## config.mk

```make
export PLATFORM = sky130hd
export DESIGN_NAME = char_lcd_command_sequencer
export DESIGN_NICKNAME = d
export VERILOG_FILES = /design/src/rtl/core/lcdseq_pkg.sv /design/src/rtl/core/lcdseq_datapath.sv /design/src/rtl/core/lcdseq_ctrl.sv /design/src/rtl/core/char_lcd_command_sequencer.sv
export SDC_FILE = /design/constraint.sdc
export NUM_CORES = 1
export LEC_CHECK = 0
export BUFFER_PORTS_ARGS = -buffer_cell sky130_fd_sc_hd__buf_2
export CAP_MARGIN = 30
export CORE_MARGIN = 2
export CORE_UTILIZATION = 51
export DETAILED_ROUTE_END_ITERATION = 16
export GPL_TIMING_DRIVEN = 0
export PLACE_DENSITY = 0.72
export SYNTH_ARGS = -nofsm -noshare
export SYNTH_HDL_FRONTEND = slang
export SYNTH_SLANG_ARGS = --single-unit
```

## constraint.sdc

```tcl
create_clock -name clk -period 4.1 [get_ports clk]
set_clock_uncertainty 0.05 [all_clocks]
set_input_delay 0.41 -clock clk [delete_from_list [all_inputs] [get_ports clk]]
set_output_delay 0.41 -clock clk [all_outputs]
set_load 0.005 [all_outputs]
```

## src/rtl/core/lcdseq_pkg.sv

```systemverilog
// lcdseq_pkg: types, display instruction codes and the setup table
// shared by the character-lcd command sequencer modules; no dependencies
`timescale 1ns / 1ps

package lcdseq_pkg;

  localparam int unsigned MAX_COLUMN_DEF = 40;
  localparam int unsigned MAX_BLANKS     = 40;
  localparam int unsigned SETUP_WRITES   = 8;

  // display instruction and data codes
  localparam logic [7:0] INS_CLEAR       = 8'h01;
  localparam logic [7:0] INS_ENTRY_MODE  = 8'h06;
  localparam logic [7:0] INS_DISP_OFF    = 8'h08;
  localparam logic [7:0] INS_DISP_ON     = 8'h0c;
  localparam logic [7:0] INS_SHIFT       = 8'h10;
  localparam logic [7:0] INS_FUNC_8BIT   = 8'h30;
  localparam logic [7:0] INS_FUNC_2LINE  = 8'h38;
  localparam logic [7:0] INS_SET_CGRAM   = 8'h40;
  localparam logic [7:0] INS_SET_DDRAM   = 8'h80;
  localparam logic [7:0] ROW1_OFFSET     = 8'h40;
  localparam logic [7:0] CHR_BLANK       = 8'h20;
  localparam logic [7:0] CHR_DIGIT0      = 8'h30;

  typedef enum logic [2:0] {
    ACT_CLEAR   = 3'd0,
    ACT_CURSOR  = 3'd1,
    ACT_SECTION = 3'd2,
    ACT_SHIFT   = 3'd3,
    ACT_GLYPH   = 3'd4,
    ACT_CHAR    = 3'd5,
    ACT_NUMBER  = 3'd6,
    ACT_SETUP   = 3'd7
  } action_t;

  typedef struct packed {
    action_t     action;
    logic        bottom_row;
    logic [7:0]  column;
    logic [7:0]  length;
    logic [7:0]  char_code;
    logic [15:0] number;
    logic        shift_right;
  } cmd_t;

  typedef struct packed {
    logic [7:0] bus_byte;
    logic       is_data;
    logic       poll_busy;
    logic [3:0] wait_ms;
    logic       last;
  } res_t;

  // controller to datapath
  typedef struct packed {
    logic load;
    logic conv_step;
    logic emit_step;
  } ctl_cmd_t;

  // datapath to controller
  typedef struct packed {
    logic conv_last;
    logic emit_last;
  } dp_status_t;

  // power-on sequence; last flag is filled in by the datapath
  function automatic res_t setup_write(input logic [2:0] step);
    res_t r;
    r = '{bus_byte: INS_FUNC_8BIT, is_data: 1'b0, poll_busy: 1'b1,
          wait_ms: 4'd0, last: 1'b0};
    unique case (step)
      3'd0: begin
        r.poll_busy = 1'b0;
        r.wait_ms   = 4'd15;
      end
      3'd1: begin
        r.poll_busy = 1'b0;
        r.wait_ms   = 4'd5;
      end
      3'd2: begin
        r.poll_busy = 1'b0;
        r.wait_ms   = 4'd1;
      end
      3'd3: r.bus_byte = INS_FUNC_2LINE;
      3'd4: r.bus_byte = INS_DISP_OFF;
      3'd5: r.bus_byte = INS_CLEAR;
      3'd6: r.bus_byte = INS_ENTRY_MODE;
      3'd7: r.bus_byte = INS_DISP_ON;
    endcase
    return r;
  endfunction

endpackage

```

## src/rtl/core/lcdseq_datapath.sv

```systemverilog
// lcdseq_datapath: command register, write index, binary-to-bcd converter
// and registered result output; depends on lcdseq_pkg
`timescale 1ns / 1ps

module lcdseq_datapath import lcdseq_pkg::*; #(
  parameter int unsigned MAX_COLUMN = MAX_COLUMN_DEF
) (
  input  logic       clk,
  input  logic       rst,
  input  cmd_t       cmd,
  input  ctl_cmd_t   ctl,
  output dp_status_t status,
  output logic       strobe,
  output res_t       result
);

  cmd_t        cmd_q;
  logic [5:0]  idx;
  logic [19:0] bcd;
  logic [15:0] bin;
  logic [3:0]  bit_cnt;

  logic [19:0] bcd_adj;
  logic [7:0]  col_cl;
  logic [7:0]  cursor_byte;
  logic [5:0]  len_sat;
  logic [5:0]  n_writes;
  logic [2:0]  ndig;
  logic [2:0]  pos;
  logic [3:0]  digit;
  res_t        cur;

  // add-3 correction on each bcd digit
  always_comb begin
    for (int d = 0; d < 5; d++) begin
      bcd_adj[d*4 +: 4] = (bcd[d*4 +: 4] >= 4'd5) ? bcd[d*4 +: 4] + 4'd3
                                                  : bcd[d*4 +: 4];
    end
  end

  assign col_cl      = (cmd_q.column > 8'(MAX_COLUMN)) ? 8'(MAX_COLUMN) : cmd_q.column;
  assign cursor_byte = INS_SET_DDRAM | col_cl + (cmd_q.bottom_row ? ROW1_OFFSET : 8'h00);
  assign len_sat     = (cmd_q.length > 8'(MAX_BLANKS)) ? 6'(MAX_BLANKS) : cmd_q.length[5:0];

  always_comb begin
    priority if (bcd[19:16] != 4'd0) ndig = 3'd5;
    else if (bcd[15:12] != 4'd0)     ndig = 3'd4;
    else if (bcd[11:8] != 4'd0)      ndig = 3'd3;
    else if (bcd[7:4] != 4'd0)       ndig = 3'd2;
    else                             ndig = 3'd1;
  end

  assign pos = ndig - 3'd1 - idx[2:0];

  always_comb begin
    unique case (pos)
      3'd0:    digit = bcd[3:0];
      3'd1:    digit = bcd[7:4];
      3'd2:    digit = bcd[11:8];
      3'd3:    digit = bcd[15:12];
      3'd4:    digit = bcd[19:16];
      default: digit = 4'd0;
    endcase
  end

  always_comb begin
    cur = '{bus_byte: INS_CLEAR, is_data: 1'b0, poll_busy: 1'b1,
            wait_ms: 4'd0, last: 1'b0};
    n_writes = 6'd1;
    unique case (cmd_q.action)
      ACT_CLEAR:  cur.bus_byte = INS_CLEAR;
      ACT_CURSOR: cur.bus_byte = cursor_byte;
      ACT_SECTION: begin
        n_writes = len_sat + 6'd2;
        if (idx == 6'd0 || idx == len_sat + 6'd1) begin
          cur.bus_byte = cursor_byte;
        end else begin
          cur.bus_byte = CHR_BLANK;
          cur.is_data  = 1'b1;
        end
      end
      ACT_SHIFT:  cur.bus_byte = INS_SHIFT | {7'd0, cmd_q.shift_right};
      ACT_GLYPH:  cur.bus_byte = INS_SET_CGRAM | {2'b00, cmd_q.char_code[2:0], 3'b000};
      ACT_CHAR: begin
        cur.bus_byte = cmd_q.char_code;
        cur.is_data  = 1'b1;
      end
      ACT_NUMBER: begin
        n_writes     = {3'd0, ndig};
        cur.bus_byte = CHR_DIGIT0 | {4'd0, digit};
        cur.is_data  = 1'b1;
      end
      ACT_SETUP: begin
        n_writes = 6'(SETUP_WRITES);
        cur      = setup_write(idx[2:0]);
      end
    endcase
    cur.last = (idx == n_writes - 6'd1);
  end

  assign status.conv_last = (bit_cnt == 4'd15);
  assign status.emit_last = cur.last;

  always_ff @(posedge clk) begin
    if (ctl.load) begin
      cmd_q   <= cmd;
      idx     <= 6'd0;
      bin     <= cmd.number;
      bcd     <= 20'd0;
      bit_cnt <= 4'd0;
    end else begin
      if (ctl.conv_step) begin
        bcd     <= {bcd_adj[18:0], bin[15]};
        bin     <= {bin[14:0], 1'b0};
        bit_cnt <= bit_cnt + 4'd1;
      end
      if (ctl.emit_step) begin
        idx <= idx + 6'd1;
      end
    end
    if (ctl.emit_step) begin
      result <= cur;
    end
  end

  always_ff @(posedge clk) begin
    if (rst) begin
      strobe <= 1'b0;
    end else begin
      strobe <= ctl.emit_step;
    end
  end

  a_strobe_follows_emit: assert property (@(posedge clk) disable iff (rst)
    ctl.emit_step |=> strobe) else $error("write issued but no strobe");
  a_no_spurious_strobe: assert property (@(posedge clk) disable iff (rst)
    !ctl.emit_step |=> !strobe) else $error("strobe without a write");
  a_last_gap: assert property (@(posedge clk) disable iff (rst)
    strobe && result.last |=> !strobe) else $error("write right after last");
  a_idx_range: assert property (@(posedge clk) disable iff (rst)
    ctl.emit_step |-> idx <= 6'(MAX_BLANKS + 1)) else $error("write index overrun");
  a_conv_number: assert property (@(posedge clk) disable iff (rst)
    ctl.conv_step |-> cmd_q.action == ACT_NUMBER) else $error("conversion on non-number");

endmodule

```

## src/rtl/core/lcdseq_ctrl.sv

```systemverilog
// lcdseq_ctrl: one-hot controller that sequences load, bcd conversion
// and write issue; depends on lcdseq_pkg
`timescale 1ns / 1ps

module lcdseq_ctrl import lcdseq_pkg::*; (
  input  logic       clk,
  input  logic       rst,
  input  logic       start,
  input  logic       is_number,
  input  dp_status_t status,
  output ctl_cmd_t   ctl,
  output logic       busy
);

  typedef enum logic [2:0] {
    ST_IDLE = 3'b001,
    ST_CONV = 3'b010,
    ST_EMIT = 3'b100
  } state_t;

  state_t state, state_next;

  always_comb begin
    state_next = state;
    ctl        = '0;
    unique case (state)
      ST_IDLE: begin
        if (start) begin
          ctl.load   = 1'b1;
          state_next = is_number ? ST_CONV : ST_EMIT;
        end
      end
      ST_CONV: begin
        ctl.conv_step = 1'b1;
        if (status.conv_last) state_next = ST_EMIT;
      end
      ST_EMIT: begin
        ctl.emit_step = 1'b1;
        if (status.emit_last) state_next = ST_IDLE;
      end
      default: state_next = ST_IDLE;
    endcase
  end

  assign busy = (state != ST_IDLE);

  always_ff @(posedge clk) begin
    if (rst) begin
      state <= ST_IDLE;
    end else begin
      state <= state_next;
    end
  end

endmodule

```

## src/rtl/core/char_lcd_command_sequencer.sv

```systemverilog
// char_lcd_command_sequencer: top level, turns one display command into its
// ordered bus writes; depends on lcdseq_pkg, lcdseq_ctrl, lcdseq_datapath
//
//  channel   | ports                  | transaction when
//  ----------+------------------------+----------------------------------
//  command   | start, busy, cmd       | start high while busy low
//  write     | strobe, result         | every cycle strobe is high
//
// a command is taken while idle, then one bus write is issued per cycle
// and shown on the output register the cycle after; clear section with 40
// blanks gives 42 writes, the longest run
// number first runs a double-dabble conversion of all 16 bits, then 1 to 5 digits
// busy stays high until the final write is issued; the next command can be
// taken while that final write is still on the outputs
// synchronous reset returns the controller to idle and drops strobe
// the write side cannot stall: each write is valid for exactly one cycle
`timescale 1ns / 1ps

module char_lcd_command_sequencer import lcdseq_pkg::*; #(
  parameter int unsigned MAX_COLUMN = MAX_COLUMN_DEF  // highest cursor column
) (
  input  logic clk,
  input  logic rst,
  input  logic start,
  output logic busy,
  input  cmd_t cmd,
  output logic strobe,
  output res_t result
);

  ctl_cmd_t   ctl;     // controller commands to the datapath
  dp_status_t status;  // end-of-conversion and final-write flags

  // controller: idle, conversion and write-issue phases
  lcdseq_ctrl u_ctrl (
    .clk       (clk),
    .rst       (rst),
    .start     (start),
    .is_number (cmd.action == ACT_NUMBER),
    .status    (status),
    .ctl       (ctl),
    .busy      (busy)
  );

  // datapath: holds the command, builds each write and registers it out
  lcdseq_datapath #(
    .MAX_COLUMN (MAX_COLUMN)
  ) u_datapath (
    .clk    (clk),
    .rst    (rst),
    .cmd    (cmd),
    .ctl    (ctl),
    .status (status),
    .strobe (strobe),
    .result (result)
  );

endmodule
```

; ---- After elaboration in Yosys (flattened, before gate mapping)
; Index checks and enable logic that the tools add are counted.
[word_totals]
wordCells = 109
ram_bits = 0
latch_bits = 0
out_inout_bits = 17
in_bits = 48
mem_bits_ro = 0
reg_bits = 94
memories = 0
[op_classes]
mul = 0
bitwise = 0
mux = 31
shifts = 0
addsub = 13
magnitude_cmp = 7
n_reduce_logical = 12
n_div = 0
n_eq_ne = 29
[ops]
columns = op, n
row1 = case mux 8 bit (8 select lines), 1
row2 = equality test 3 bit (second input constant), 11
row3 = two-way mux 16 bit, 2
row4 = case mux 6 bit (5 select lines), 1
row5 = two-way mux 3 bit, 8
row6 = equality test 3 x 2 -> 1 bit (second input constant), 7
row7 = greater-or-equal comparator 4 x 3 -> 1 bit (second input constant), 5
row8 = case mux 4 bit (5 select lines), 1
row9 = case mux 6 bit (3 select lines), 1
row10 = adder 4 x 2 -> 4 bit (second input constant), 4
row11 = > comparator 8 x 6 -> 1 bit (second input constant), 2
row12 = two-way mux 4 bit, 4
row13 = nonzero test 4 bit, 4
row14 = case mux 5 bit (3 select lines), 1
row15 = two-way mux 7 bit, 2
row16 = adder 6 x 1 -> 6 bit (second input constant), 2
row17 = equality test 3 x 1 -> 1 bit (second input constant), 4
row18 = equality test 6 bit, 2
row19 = zero test 3 bit, 3
row20 = case mux 3 bit (3 select lines), 1
row21 = two-way mux 8 bit, 1
row22 = adder 7 bit, 1
row23 = adder 6 x 2 -> 6 bit (second input constant), 1
row24 = zero test 6 bit, 1
row25 = 16 further kinds, 22

; ---- Depth between registers and ports, before layout
[logic_depth]
depth_word = 10
mapped_depth = 15
depth_no_buf = 15

; ---- By module
; A second synthesis with hierarchy kept.
[hier_totals]
cells_unflattened = 481
area_unflattened_um2 = 5047.3
[modules_own_cells]
columns = module, cells_each, area_each_um2, seq_area_each_um2, n_inst
row1 = lcdseq_datapath, 460, 4864.7, 2392.3, 1
row2 = lcdseq_ctrl, 20, 173.9, 60.1, 1
row3 = char_lcd_command_sequencer, 1, 8.8, 0.0, 1

; ---- Worst setup path after synthesis
; No wires, ideal clock.
[synth_timing]
path_kind = reg-to-reg
start = register u_datapath.bcd[4]
end = register, netlist name u_datapath.result[9]
required_time_ns = 3.794
period_less_slack_ns = 3.031
n_path_buf = 1
arrival_ns = 2.726
setup_ns = 0.256
path_stages_with_launch = 13
path_slack_ns = 1.069
cell_sequence = dfxtp_1 > inv_1 > ha_1 > nor3b_1 > o311ai_1 > nand2_1 > ha_1 > clkbuf_1 > mux4_2 > nand2b_1 > a21oi_1 > o21a_1 > a31o_2
[synth_lines]
columns = item, line_no
row1 = "start, declared", lcdseq_datapath.sv:19  ; logic [19:0] bcd;
row2 = "start signal, assigned", lcdseq_datapath.sv:113  ; bcd <= {bcd_adj[18:0], bin[15]};

==> run metrics <==
switching fraction of total power=0.300; number of vias in the routed layout=3868; post-synthesis cell type count=67; area taken by multi-input logic gates=0.00236 mm^2; Root Buffer=clkbuf_8; synthesized area divided by synthesized cell count=about 10 um^2; switching power total=0.000698 W; WS Path Type=flip-flop to flip-flop; final worst-path cycle share=0.891; RSZ-0062 raised after global routing=false; maximum root-to-sink buffer count=2; top library cells by usage in the layout, fill and taps aside=66 x buf_2, 59 x edfxtp_1, 41 x nor2_1, 35 x nand2_1, 34 x dfxtp_1; TritonCTS sink count=93; register bit count reported by yosys=slightly above 90; share of flip-flops with an asynchronous set or reset after synthesis=0; highest clock rate=around 270 MHz; met3 usage=0.0383; part of the Yosys area used for sequential elements=0.488; drt drc=0; post-synthesis share of cell area spent on xor and xnor gates=0.0570; power per standard cell area=407 mW/mm^2; number of failing hold endpoints at the final stage=0; sum of buffers and inverters on the critical path=1; dpl hpwl=7.81 mm; signal arrival time at the worst endpoint=between 3 and 4 ns; detailed-route wire length=roughly 11 mm; M1 GR Usage=0.269; Post-Synth Simple-Gate Area=0.152; wire length of the first global-routing pass=17.2 mm; vertical die dimension=slightly above 100 um; beginning of the worst hold path=cmd[34]; portion of netlist area occupied by mux cells=0.0580; number of placed I/O pins=between 60 and 70; # Max-Cap Violations=0; final setup violating endpoints=0; sequential fraction of design power=0.505; met2 Track Usage GR=0.340; YS warnings=0; cell-by-cell trace of the critical path=inv_1 -> ha_1 -> nor3b_1 -> and3_2 -> nand2b_1 -> fa_1 -> xnor2_1 -> xor2_1 -> mux2i_1 -> a22oi_1 -> a21oi_1 -> a31o_2; Cells after Synth=~480; number of antenna violations at the first check in global routing=0; Synth Area in Adders=0.0588; number of vias per cell after detailed routing=around 5.6; crit path launch type=flip-flop; clock share of power=0.268; nets=626; pin count of the biggest net entering global routing=39; DIE WIDTH=between 100 and 150 um; start point of the critical path=u_datapath.bcd[16]; Slew headroom=0.424; kind of end point of the critical path=flip-flop; H-tree Lvls=3; Comb pwr share=0.228; dominant combinational cell family by area after synthesis=simple AND/OR/NAND/NOR gates; FILL cells=~820; row count=36; initial core utilization=0.519; outcome=completed; number of search-and-repair iterations in the first detailed-routing pass=5; I/O Buffers=64; worst min-delay path class=input port to flip-flop; max-slew violations=0; count of inserted antenna diode cells=0; TritonCTS clock tree=yes; insertion delay of the later-clocked pin in the worst-skew pair=around 0.38 ns; final-layout setup total negative slack=0 ns; fraction of final layout cells with drive strength greater than 1=0.218; clock slew at reported path FFs=about 0.1 ns; Synth Net Count=550; worst vdd ir=between 0.0002 and 0.00025 V; quantity of hold-fixing buffers added after cts=0; final hold slack=about 0.14 ns; leftover overflow at the end of global routing=0; post-CTS repair timing setup buffer count=0; worst-path maximum fanout=6; EDFF count, synth=59; post-cts sizing count=0; final weighted congestion in routability-driven placement=0.923; GRT busiest layer=met2; leakage power=approximately 2.1 nW; critical register-to-register path startpoint=u_datapath.bcd[16]; critical path required time=between 4 and 5 ns; Most used DFF post-synth=edfxtp_1; number of DRC markers after the initial detailed-route iteration=188; vias in the first global route=about 3700; gr usage total=0.212; Synth-to-Final Area Change=13.9%; crit path max-delay cell type=fa_1; final critical delay including setup and external delays=3.65 ns; final routed wire length divided by cell count=around 16 um; category of cells accounting for the largest share of critical-path delay=simple AND/OR/NAND/NOR gates; share of the synthesized area in compound gates (AO/OA/AOI/OAI)=0.144; Sequential Area=between 0.002 and 0.0025 mm^2; Die Area=0.0107 mm^2; core box area=~0.0097 mm^2; commonest non-fill, non-tap cell in the layout=buf_2; critical path's largest stage delay=0.41 ns; number of buffers inserted during clock tree synthesis=9; antenna violation net count after detailed routing=0; synthesized cell area=roughly 0.005 mm^2; actual transition at the worst max-transition pin=0.864 ns; P_int=about 0.0016 W
[synthesized netlist by cell type, types with 2 or more instances]
master / n / area share
o21ai_0: 23 / 0.023
nand2_1: 35 / 0.026
nand3b_1: 2 / 0.0030
xnor2_1: 19 / 0.033
nand3_1: 15 / 0.015
nor3_1: 6 / 0.0060
nor2_1: 41 / 0.031
and3_1: 7 / 0.0087
nand2b_1: 10 / 0.012
edfxtp_1: 59 / 0.35
o22ai_1: 11 / 0.014
o21a_1: 3 / 0.0045
o211ai_1: 4 / 0.0060
a211oi_1: 6 / 0.0090
buf_1: 2 / 0.0015
o31ai_1: 2 / 0.0030
a31o_2: 4 / 0.0070
nand4_1: 3 / 0.0037
nor3b_1: 9 / 0.013
mux4_2: 3 / 0.013
mux2i_1: 4 / 0.0080
clkbuf_1: 19 / 0.014
mux2_2: 15 / 0.034
o32ai_1: 4 / 0.0070
a31oi_1: 4 / 0.0050
dfxtp_1: 34 / 0.14
and3b_1: 2 / 0.0035
buf_4: 2 / 0.0030
and2_1: 3 / 0.0037
o311ai_0: 3 / 0.0052
xor2_1: 11 / 0.019
nor2b_1: 3 / 0.0037
a21oi_1: 30 / 0.030
inv_1: 26 / 0.019
a21boi_0: 2 / 0.0030
ha_1: 22 / 0.055
[worst reg2reg max path: stages (launching register included)]
cell	delay, ns
dfxtp_1	0.36
inv_1	0.11
ha_1	0.22
nor3b_1	0.34
and3_2	0.31
nand2b_1	0.11
fa_1	0.41
xnor2_1	0.31
xor2_1	0.39
mux2i_1	0.20
a22oi_1	0.27
a21oi_1	0.11
a31o_2	0.24
[routing by layer]
| layer | vias to the layer above | wire length, um |
|---|---|---|
| li1 | 1883 | - |
| met1 | 1836 | 4830 |
| met2 | 119 | 5220 |
| met3 | 30 | 577 |
| met4 | 0 | 305 |
| met5 | - | 0 |
[final timing paths]
check / end / slack [ns] / cells after the start
worst min register to register: u_datapath.bcd[0] / 0.42 / 2
worst min-delay path: u_datapath.cmd_q[34] / 0.14 / 1
worst max-delay path: u_datapath.result[7] / 0.45 / 12
worst max register to register: u_datapath.result[7] / 0.45 / 12
[metrics by stage]
| stage | cell area, um^2 | power [W] | setup slack (ns) | util | cells |
|---|---|---|---|---|---|
| after floorplan | 5020 | 0.00157 | 1.07 | - | 479 |
| after global placement | 5510 | 0.00170 | 0.643 | 0.569 | 676 |
| after detailed placement | 5530 | 0.00172 | 0.552 | 0.571 | 677 |
| after CTS | 5720 | 0.00234 | 0.529 | 0.591 | 693 |
| after global routing | 5720 | 0.00244 | 0.238 | 0.591 | 693 |
| final | 5720 | 0.00233 | 0.447 | 0.591 | 693 |
[kinds of logic (layout without fill, tap and decap cells)]
family,after synthesis,count (layout)
XOR/XNOR,31,31
adder cells (fa/ha/maj),23,23
AND/OR/NAND/NOR,148,148
flip-flops,93,93
multiplexers,23,23
buffers and inverters,51,132
AO/OA/AOI/OAI,110,110
[layout make-up]
| cell class | instances | share of cell area |
|---|---|---|
| Sequential cell | 93 | 0.428 |
| Clock inverter | 6 | 0.0120 |
| Clock buffer | 10 | 0.0223 |
| Tap cell | 133 | 0.0291 |
| Timing Repair Buffer | 65 | 0.0586 |
| Inverter | 26 | 0.0170 |
| Buffer | 25 | 0.0195 |
| Multi-Input combinational cell | 335 | 0.413 |
[registers in the layout, indices dropped and copies added, names as in the netlist]
name                count
u_ctrl.state            3
u_datapath.idx          6
u_datapath.result      14
u_datapath.strobe       1
u_datapath.bit_cnt      4
u_datapath.bcd         20
u_datapath.bin         16
u_datapath.cmd_q       29
[power by group through the flow]
stage                     Clock (W)  Sequential (W)  Combinational, W
after floorplan                   0         0.00118          0.000387
after global placement            0         0.00120          0.000506
after detailed placement          0         0.00120          0.000526
after CTS                  0.000636         0.00118          0.000529
after global routing       0.000672         0.00119          0.000585
final                      0.000623         0.00118          0.000530
(Power assumes the default switching activity.)
